<file path="config.mk">
export PLATFORM = sky130hd
export DESIGN_NAME = sync_word_hunter_header_capture_core
export DESIGN_NICKNAME = d
export VERILOG_FILES = /design/src/hw/rtl/swhc_pkg.sv /design/src/hw/rtl/swhc_front.sv /design/src/hw/rtl/swhc_back.sv /design/src/hw/rtl/sync_word_hunter_header_capture_core.sv
export VERILOG_INCLUDE_DIRS = /design/src /design/src/hw/rtl
export SDC_FILE = /design/constraint.sdc
export NUM_CORES = 1
export LEC_CHECK = 0
export ABC_AREA = 1
export BUFFER_PORTS_ARGS = -buffer_cell sky130_fd_sc_hd__buf_4
export CAP_MARGIN = 20
export CORE_UTILIZATION = 55
export CTS_CLUSTER_DIAMETER = 30
export DETAILED_ROUTE_END_ITERATION = 16
export PLACE_DENSITY = 0.85
export SYNTH_ARGS = -nofsm -noshare
export SYNTH_HDL_FRONTEND = slang
export SYNTH_SLANG_ARGS = --single-unit
</file>
<file path="constraint.sdc">
create_clock -name i_clk -period 13.46 [get_ports i_clk]
set_input_delay 0 -clock i_clk [delete_from_list [all_inputs] [get_ports i_clk]]
set_output_delay 0 -clock i_clk [all_outputs]
set_load 0.02 [all_outputs]
</file>
<file path="src/hw/rtl/assert_macros.svh">
// Assertion macros shared by the sync word hunter RTL.
`ifndef ASSERT_MACROS_SVH
`define ASSERT_MACROS_SVH

// Clocked assertion that is switched off while reset is asserted.
`define SWHC_ASSERT(lbl, clk, rst_n, prop, msg) \
    lbl: assert property (@(posedge clk) disable iff (!rst_n) prop) else $error(msg);

// Clocked assertion that is checked during reset as well.
`define SWHC_ASSERT_ALWAYS(lbl, clk, prop, msg) \
    lbl: assert property (@(posedge clk) prop) else $error(msg);

`endif

</file>
<file path="src/hw/rtl/swhc_pkg.sv">
// Types, constants and codes shared by the sync word hunter modules.
package swhc_pkg;

    localparam int HEADER_BYTES     = 12;
    localparam int SKIP_COUNT_WIDTH = 32;
    localparam int HEADER_MAX       = 12;
    localparam int HIDX_W           = $clog2(HEADER_BYTES);
    localparam int Q_DEPTH          = 4;
    localparam int Q_PTR_W          = $clog2(Q_DEPTH);
    localparam int Q_CNT_W          = $clog2(Q_DEPTH + 1);

    localparam logic [31:0] SYNC_RESET = 32'hD41F8A37;

    localparam logic [1:0] OP_DATA = 2'd0;
    localparam logic [1:0] OP_END  = 2'd1;
    localparam logic [1:0] OP_FAIL = 2'd2;
    localparam logic [1:0] OP_NONE = 2'd3;

    localparam logic [1:0] ST_FOUND = 2'd0;
    localparam logic [1:0] ST_EOD   = 2'd1;
    localparam logic [1:0] ST_FAIL  = 2'd2;

    typedef enum logic [1:0] {
        CMD_BYTE = 2'd0,
        CMD_END  = 2'd1,
        CMD_FAIL = 2'd2
    } t_cmd;

    typedef enum logic [1:0] {
        PH_HUNT = 2'b01,
        PH_HEAD = 2'b10
    } t_phase;

    typedef struct packed {
        logic [1:0] opcode;
        logic [7:0] data_byte;
    } t_in_word;

    typedef struct packed {
        logic [1:0]  status;
        logic        reversed_order;
        logic [31:0] header_word0;
        logic [31:0] header_word1;
        logic [31:0] header_word2;
        logic [31:0] skipped_bytes;
    } t_result;

    typedef struct packed {
        t_cmd       cmd;
        logic [7:0] data_byte;
    } t_q_entry;

    typedef struct packed {
        logic     valid;
        t_q_entry entry;
    } t_q_head;

endpackage

</file>
<file path="src/hw/rtl/swhc_front.sv">
// Front end: classifies input words and buffers them in a short queue.
module swhc_front (
    input  logic               i_clk,
    input  logic               i_rst_n,
    input  logic               i_valid,
    output logic               o_stall,
    input  swhc_pkg::t_in_word i_word,
    output swhc_pkg::t_q_head  o_head,
    input  logic               i_pop
);

    swhc_pkg::t_q_entry                 r_mem [swhc_pkg::Q_DEPTH];
    logic [swhc_pkg::Q_PTR_W-1:0]       r_wr_ptr, n_wr_ptr;
    logic [swhc_pkg::Q_PTR_W-1:0]       r_rd_ptr, n_rd_ptr;
    logic [swhc_pkg::Q_CNT_W-1:0]       r_count, n_count;
    logic                               push;
    swhc_pkg::t_q_entry                 in_entry;

    assign o_stall = (r_count == swhc_pkg::Q_CNT_W'(swhc_pkg::Q_DEPTH));

    // Unused opcodes are accepted and dropped here.
    always_comb begin
        in_entry.data_byte = i_word.data_byte;
        in_entry.cmd       = swhc_pkg::CMD_BYTE;
        if (i_word.opcode == swhc_pkg::OP_END) begin
            in_entry.cmd = swhc_pkg::CMD_END;
        end else if (i_word.opcode == swhc_pkg::OP_FAIL) begin
            in_entry.cmd = swhc_pkg::CMD_FAIL;
        end
    end

    assign push = i_valid && !o_stall && (i_word.opcode != swhc_pkg::OP_NONE);

    always_comb begin
        n_wr_ptr = r_wr_ptr;
        n_rd_ptr = r_rd_ptr;
        n_count  = r_count;
        if (push) begin
            n_wr_ptr = r_wr_ptr + 1'b1;
        end
        if (i_pop) begin
            n_rd_ptr = r_rd_ptr + 1'b1;
        end
        if (push && !i_pop) begin
            n_count = r_count + 1'b1;
        end else if (!push && i_pop) begin
            n_count = r_count - 1'b1;
        end
    end

    always_ff @(posedge i_clk) begin
        if (!i_rst_n) begin
            r_wr_ptr <= '0;
            r_rd_ptr <= '0;
            r_count  <= '0;
        end else begin
            r_wr_ptr <= n_wr_ptr;
            r_rd_ptr <= n_rd_ptr;
            r_count  <= n_count;
        end
    end

    always_ff @(posedge i_clk) begin
        if (push) begin
            r_mem[r_wr_ptr] <= in_entry;
        end
    end

    assign o_head.valid = (r_count != '0);
    assign o_head.entry = r_mem[r_rd_ptr];

`include "assert_macros.svh"

    `SWHC_ASSERT(a_count_bound, i_clk, i_rst_n, r_count <= swhc_pkg::Q_CNT_W'(swhc_pkg::Q_DEPTH), "queue count beyond depth")
    `SWHC_ASSERT(a_pop_nonempty, i_clk, i_rst_n, i_pop |-> (r_count != '0), "pop from empty queue")
    `SWHC_ASSERT(a_push_grows, i_clk, i_rst_n, (push && !i_pop) |=> (r_count == $past(r_count) + 1'b1), "queue count did not grow on push")

endmodule

</file>
<file path="src/hw/rtl/swhc_back.sv">
// Back end: sync word hunt, header capture and the result register.
module swhc_back (
    input  logic              i_clk,
    input  logic              i_rst_n,
    input  logic              i_cfg_we,
    input  logic [31:0]       i_cfg_data,
    input  swhc_pkg::t_q_head i_head,
    output logic              o_pop,
    output logic              o_valid,
    input  logic              i_stall,
    output swhc_pkg::t_result o_word
);

    localparam int SW = swhc_pkg::SKIP_COUNT_WIDTH;
    localparam int HW = swhc_pkg::HIDX_W;
    localparam logic [SW-1:0] SKIP_MAX = '1;

    logic [31:0]             r_sync_pattern;
    swhc_pkg::t_phase        r_phase, n_phase;
    logic [1:0]              r_match_pos, n_match_pos;
    logic                    r_order, n_order;
    logic [SW-1:0]           r_hunt_cnt, n_hunt_cnt;
    logic [HW-1:0]           r_hidx, n_hidx;
    logic [7:0]              r_store [swhc_pkg::HEADER_BYTES];
    logic                    r_out_valid, n_out_valid;
    swhc_pkg::t_result       r_out, res;

    logic                    is_byte, last_byte, produce, out_free, take;
    logic [7:0]              b, want;
    logic [7:0]              view [swhc_pkg::HEADER_MAX];
    logic [SW-1:0]           skip_raw;
    logic [63:0]             skip_ext;

    // Byte k of the pattern in forward order; byte 0 sits in bits 31:24.
    function automatic logic [7:0] pat_byte(input logic [31:0] p, input logic [1:0] k);
        return p[{~k, 3'b000} +: 8];
    endfunction

    assign b         = i_head.entry.data_byte;
    assign is_byte   = (i_head.entry.cmd == swhc_pkg::CMD_BYTE);
    assign last_byte = (r_hidx == HW'(swhc_pkg::HEADER_BYTES - 1));
    assign produce   = !is_byte || ((r_phase == swhc_pkg::PH_HEAD) && last_byte);
    assign out_free  = !r_out_valid || !i_stall;
    assign take      = i_head.valid && (!produce || out_free);
    assign o_pop     = take;

    assign want = r_order ? pat_byte(r_sync_pattern, ~r_match_pos)
                          : pat_byte(r_sync_pattern, r_match_pos);

    // Header view with the byte of this cycle placed at its slot.
    always_comb begin
        for (int i = 0; i < swhc_pkg::HEADER_MAX; i++) begin
            view[i] = 8'h00;
        end
        for (int i = 0; i < swhc_pkg::HEADER_BYTES; i++) begin
            view[i] = (r_hidx == HW'(i)) ? b : r_store[i];
        end
    end

    always_comb begin
        if (r_hunt_cnt == SKIP_MAX) begin
            skip_raw = SKIP_MAX;
        end else if (r_hunt_cnt >= SW'(4)) begin
            skip_raw = r_hunt_cnt - SW'(4);
        end else begin
            skip_raw = '0;
        end
        skip_ext = 64'(skip_raw);
    end

    always_comb begin
        res = '0;
        if (is_byte) begin
            res.status         = swhc_pkg::ST_FOUND;
            res.reversed_order = r_order;
            res.header_word0   = {view[3], view[2], view[1], view[0]};
            res.header_word1   = {view[7], view[6], view[5], view[4]};
            res.header_word2   = {view[11], view[10], view[9], view[8]};
            res.skipped_bytes  = (skip_ext > 64'hFFFF_FFFF) ? 32'hFFFF_FFFF
                                                             : skip_ext[31:0];
        end else if ((r_phase == swhc_pkg::PH_HUNT) &&
                     (i_head.entry.cmd == swhc_pkg::CMD_END)) begin
            res.status = swhc_pkg::ST_EOD;
        end else begin
            res.status = swhc_pkg::ST_FAIL;
        end
    end

    always_comb begin
        n_phase     = r_phase;
        n_match_pos = r_match_pos;
        n_order     = r_order;
        n_hunt_cnt  = r_hunt_cnt;
        n_hidx      = r_hidx;
        if (take) begin
            if (produce) begin
                n_phase     = swhc_pkg::PH_HUNT;
                n_match_pos = '0;
                n_order     = 1'b0;
                n_hunt_cnt  = '0;
                n_hidx      = '0;
            end else if (r_phase == swhc_pkg::PH_HEAD) begin
                n_hidx = r_hidx + 1'b1;
            end else begin
                if (r_hunt_cnt != SKIP_MAX) begin
                    n_hunt_cnt = r_hunt_cnt + 1'b1;
                end
                if (r_match_pos == 2'd0) begin
                    if (b == pat_byte(r_sync_pattern, 2'd0)) begin
                        n_order     = 1'b0;
                        n_match_pos = 2'd1;
                    end else if (b == pat_byte(r_sync_pattern, 2'd3)) begin
                        n_order     = 1'b1;
                        n_match_pos = 2'd1;
                    end
                end else if (b != want) begin
                    n_match_pos = 2'd0;
                    n_order     = 1'b0;
                end else if (r_match_pos == 2'd3) begin
                    n_phase     = swhc_pkg::PH_HEAD;
                    n_match_pos = 2'd0;
                    n_hidx      = '0;
                end else begin
                    n_match_pos = r_match_pos + 1'b1;
                end
            end
        end
    end

    always_comb begin
        if (take && produce) begin
            n_out_valid = 1'b1;
        end else if (!i_stall) begin
            n_out_valid = 1'b0;
        end else begin
            n_out_valid = r_out_valid;
        end
    end

    always_ff @(posedge i_clk) begin
        if (!i_rst_n) begin
            r_sync_pattern <= swhc_pkg::SYNC_RESET;
            r_phase        <= swhc_pkg::PH_HUNT;
            r_match_pos    <= '0;
            r_order        <= 1'b0;
            r_hunt_cnt     <= '0;
            r_hidx         <= '0;
            r_out_valid    <= 1'b0;
        end else begin
            if (i_cfg_we) begin
                r_sync_pattern <= i_cfg_data;
            end
            r_phase     <= n_phase;
            r_match_pos <= n_match_pos;
            r_order     <= n_order;
            r_hunt_cnt  <= n_hunt_cnt;
            r_hidx      <= n_hidx;
            r_out_valid <= n_out_valid;
        end
    end

    always_ff @(posedge i_clk) begin
        if (take && is_byte && (r_phase == swhc_pkg::PH_HEAD)) begin
            r_store[r_hidx] <= b;
        end
        if (take && produce) begin
            r_out <= res;
        end
    end

    assign o_valid = r_out_valid;
    assign o_word  = r_out;

`include "assert_macros.svh"

    `SWHC_ASSERT(a_head_no_match, i_clk, i_rst_n, (r_phase == swhc_pkg::PH_HEAD) |-> (r_match_pos == 2'd0), "match position left over in header capture")
    `SWHC_ASSERT(a_hidx_range, i_clk, i_rst_n, r_hidx <= HW'(swhc_pkg::HEADER_BYTES - 1), "header index out of range")
    `SWHC_ASSERT(a_error_zero, i_clk, i_rst_n, (r_out_valid && (r_out.status != swhc_pkg::ST_FOUND)) |-> ((r_out.skipped_bytes == '0) && !r_out.reversed_order && (r_out.header_word0 == '0)), "error result carries payload")
    `SWHC_ASSERT(a_hunt_idx_zero, i_clk, i_rst_n, (r_phase == swhc_pkg::PH_HUNT) |-> (r_hidx == '0), "header index moved while hunting")

endmodule

</file>
<file path="src/hw/rtl/sync_word_hunter_header_capture_core.sv">
// Top level of the sync word hunter with header capture.
// The core scans a byte stream for a four-byte sync word (reset value 0xD41F8A37, set through
// i_cfg_we and i_cfg_data, to be written only while the core is idle; the core itself has no
// check for this) in forward or reversed byte order, then captures the next twelve header
// bytes and returns one word carrying the byte-order flag, three little-endian header words,
// the count of bytes skipped before the sync (saturating) and a status. An end-of-data word
// while hunting yields status 1; a read failure, or an end of data in the middle of a header,
// yields status 2 with all other fields zero. Opcode 3 is accepted and ignored. The core takes
// one input word every clock cycle as long as the result side keeps up: the front end writes
// each word into a four-entry queue and the hunt state machine in the back end retires one
// queued word per cycle. A result passes through the queue and is then registered in the
// output register, which raises o_valid; it waits there while the hunter keeps consuming
// bytes that produce no result. o_stall rises only when the queue is full, which happens when
// a finished result is held back by i_stall.
module sync_word_hunter_header_capture_core (
    input  logic               i_clk,
    input  logic               i_rst_n,
    input  logic               i_cfg_we,
    input  logic [31:0]        i_cfg_data,
    input  logic               i_valid,
    output logic               o_stall,
    input  swhc_pkg::t_in_word i_word,
    output logic               o_valid,
    input  logic               i_stall,
    output swhc_pkg::t_result  o_word
);

    // Queue head seen by the back end, and its pop back to the front end.
    swhc_pkg::t_q_head q_head;
    logic              q_pop;

    // The front end classifies each word by opcode and queues it.
    swhc_front u_front (
        .i_clk   (i_clk),
        .i_rst_n (i_rst_n),
        .i_valid (i_valid),
        .o_stall (o_stall),
        .i_word  (i_word),
        .o_head  (q_head),
        .i_pop   (q_pop)
    );

    // The back end runs the hunt and capture and owns the result register.
    swhc_back u_back (
        .i_clk      (i_clk),
        .i_rst_n    (i_rst_n),
        .i_cfg_we   (i_cfg_we),
        .i_cfg_data (i_cfg_data),
        .i_head     (q_head),
        .o_pop      (q_pop),
        .o_valid    (o_valid),
        .i_stall    (i_stall),
        .o_word     (o_word)
    );

endmodule

</file>
==> results.ini <==
[route]
vias = 12290
ant_nets = 0
drt_iter0_drc = 1318
wl_per_cell_um = 17.9
vias_per_cell = 5.40
dr.pass1.iters = 5
routed_wl_um = 40600
route.detailed.drc = 0

[layout]
layout-drive-gt1-share_pct = 18.5
area_growth_pct = 29.6
utilization_pct = 73.4
fillers = 1713
final_nets = 1916
insertedDiodeCount = 0
fin_cells = 2276
fin_area_um2 = 20000

[floorplan]
core-area_um2 = 27300
die_x_um = 170
die_y_um = 170
start_util_pct = 56.7
ios = 180
die-area_um2 = 28700
row_count = 60

[cts]
ctsLongestPathBuffers = 3
cts_made_buffers = 61
clk_latency_ns = 0.61
cts-root-buf = clkbuf_16
cts_setup_buffers = 0
clk_pin_slew_worst_paths_ns = 0.05
cts_sinks = 350
cts_max_level = 2
tritoncts = yes

[placement]
place_congestion = 0.929
place_hpwl_um = 24900
dpl-instance-area_um2 = 16900
io_buffers = 179
placed_cells = 2061
place_ws_ns = 9.27

[sta]
setup_tns_ns = 0
finClkSkew_ns = 0.0356
fin_crit_ns = 4.06
tightest_slew_ns = 1.06
max_slew_margin_pct = 29.1
period_share_pct = 30.1
rsz0062_at_grt = false
holdWs_ns = 0.172
setup_violations = 0
max_freq_ghz = 0.246
finalMaxSlewViolations = 0
hold_viol_final = 0
worst_slack_ns = 9.40

[critical_path]
critPathRequiredTime_ns = 13.72
crit_arrival_ns = 4.31
reg2reg_depth = 11
crit_path_end = u_back.o_word[101]
path_max_fanout = 50
reg2reg_to = u_back.o_word[101]
worstSetupEndpointType = flop
startpoint_type = flop
r2r_setup_slack_ns = 9.40
critPathKind = reg -> reg

[grt]
grt_max_degree = 98
grt_usage_pct = 28.4
antenna_found_initial = 0
grt_pass1_vias = 12270
grt-ovfl-total = 0
grt_pass1_wl_um = 63500

[synth]
synthCells = 1571
muxShareOfSynthArea_pct = 0
synth-warning-count = 0
synth_top_area_cell = edfxtp_1
synthesis.nets = 1635
synth_fa_ha_area_share_pct = 1.43
yosys-top-cells-area = edfxtp_1 52%, dfxtp_1 11%, nand2_1 6.9%
yosysSeqAreaShare_pct = 62.7
synth_seq_cells = 350
synth_area_um2 = 15400
synth.distinct_cells = 39
synth-compound-area-share_pct = 4.36
synth_top_cell_area_share_pct = 51.9
avgSynthCellArea_um2 = 9.83
synth_top_family_by_area = simple AND/OR/NAND/NOR gates
yosys.area_share.simple_pct = 21.7
synth_xor_area_share_pct = 2.21

[pwr]
power_mw = 4.83
powerDensity_nw_per_um2 = 241
p_leak_nw = 8.44
ir_drop_uv = 141

[hold_path]
min_path_type = in -> reg

[flow_run]
cap_violations = 0

[status]
status = finished clean

## flip-flops by register name, indices dropped and copies added, names as in the netlist, named ones only
signal,flops
u_back.r_sync_pattern,32
u_back.o_word,131
u_back.r_hidx,4
u_back.r_hunt_cnt,32
u_back.r_phase,2
u_back.r_order,1
u_back.r_match_pos,2
u_front.r_count,3
u_front.r_mem,40
u_front.r_rd_ptr,2
u_back.r_store,96
u_front.r_wr_ptr,2
u_back.o_valid,1
## per-layer routing
metal  vias up  GRT usage (%)  wire, um
met5         -              0         0
met4         0           8.77       862
met3        79           5.11      3560
met2       629           48.2     19800
met1      5823           37.1     16500
li1       5759              -         -
## timing repair
item,4_1_cts,5_1_grt
endpoints found under the hold margin,88,0
hold buffers,95,0
resized for setup,0,0
## kinds of logic (layout without fill, tap and decap cells)
family,after synthesis,count (layout)
AO/OA/AOI/OAI,126,126
XOR/XNOR,39,39
adder cells (fa/ha/maj),17,17
buffers and inverters,280,613
flip-flops,350,350
AND/OR/NAND/NOR,759,759
## how the worst min path moves through the flow
stage,startpoint,endpoint,slack [ns],depth (start not counted)
final,i_word[6],u_front.r_mem[2][6],0.17,2
after global routing,i_word[4],u_front.r_mem[0][4],0.17,2
after CTS,i_word[3],u_front.r_mem[1][3],0.16,2
after detailed placement,i_word[6],u_front.r_mem[0][6],0.20,1
after global placement,i_word[6],u_front.r_mem[2][6],0.20,1
after floorplan,i_word[0],u_front.r_mem[0][0],0.1,0
## report_power, final
group	switching (mW)	leakage, nW	internal [mW]
clock network	0.557	1.01	0.972
registers	0.118	3.21	1.59
logic	1.12	4.21	0.467
## critical path, cell delays in order, from the launching register on
cell     delay, ns
dfxtp_1       0.77
inv_2         0.31
o21ai_0       0.25
o22a_1        0.26
nand3_2       0.30
nand3_2       0.19
nand2_4       0.10
inv_2         0.14
nand2_2       0.10
inv_4         0.34
buf_4         0.58
buf_16        0.31
## cell type report
cell class	count	area [um^2]	area share [%]
clock buffers	74	1640	8.18
multi-input cells	941	4590	22.9
well taps	372	465	2.33
repair buffers	281	2360	11.8
clock inverters	41	455	2.28
inverters	217	820	4.10
flip-flops and latches	350	9680	48.4
## cell usage after synthesis (all sizes together)
cell and number:
buf 45, nand3 116, o21ai 43, or2 1, a21o 1, clkbuf 18, nand3b 2, a211oi 4
nor2 241, o21a 3, nor4 15, xor2 39, ha 16, clkinv 1, nor3b 2, a21oi 71
o22a 1, nand4 28, inv 216, nor3 55, dfxtp 83, edfxtp 267, a31oi 3, nand2 299
fa 1
## layout by cell type, fill, tap and decap left out, types with 3 or more instances in the layout
master / Yosys / final
nand2_1: 282 / 281
edfxtp_1: 267 / 267
nor2_1: 228 / 228
inv_1: 199 / 198
buf_4: 8 / 181
nand3_1: 113 / 113
dlygate4sd3_1: 0 / 95
dfxtp_1: 83 / 83
a21oi_1: 69 / 69
clkbuf_16: 0 / 62
nor3_1: 48 / 48
o21ai_0: 41 / 41
xor2_1: 39 / 39
nand4_1: 28 / 28
inv_2: 16 / 16
ha_1: 16 / 16
nand2_2: 15 / 15
nor4_1: 15 / 15
clkinv_2: 0 / 12
nor2_2: 10 / 10
clkbuf_1: 18 / 8
clkinvlp_4: 0 / 7
clkinv_4: 0 / 7
nor3_2: 6 / 6
bufinv_16: 0 / 5
clkinv_1: 1 / 4
a211oi_1: 4 / 4
clkbuf_8: 0 / 4
nand3_2: 3 / 3
nand2_4: 2 / 3
nor2_4: 3 / 3
o21a_1: 3 / 3
a31oi_1: 3 / 3
No activity file was read; power rests on OpenSTA's default activity.
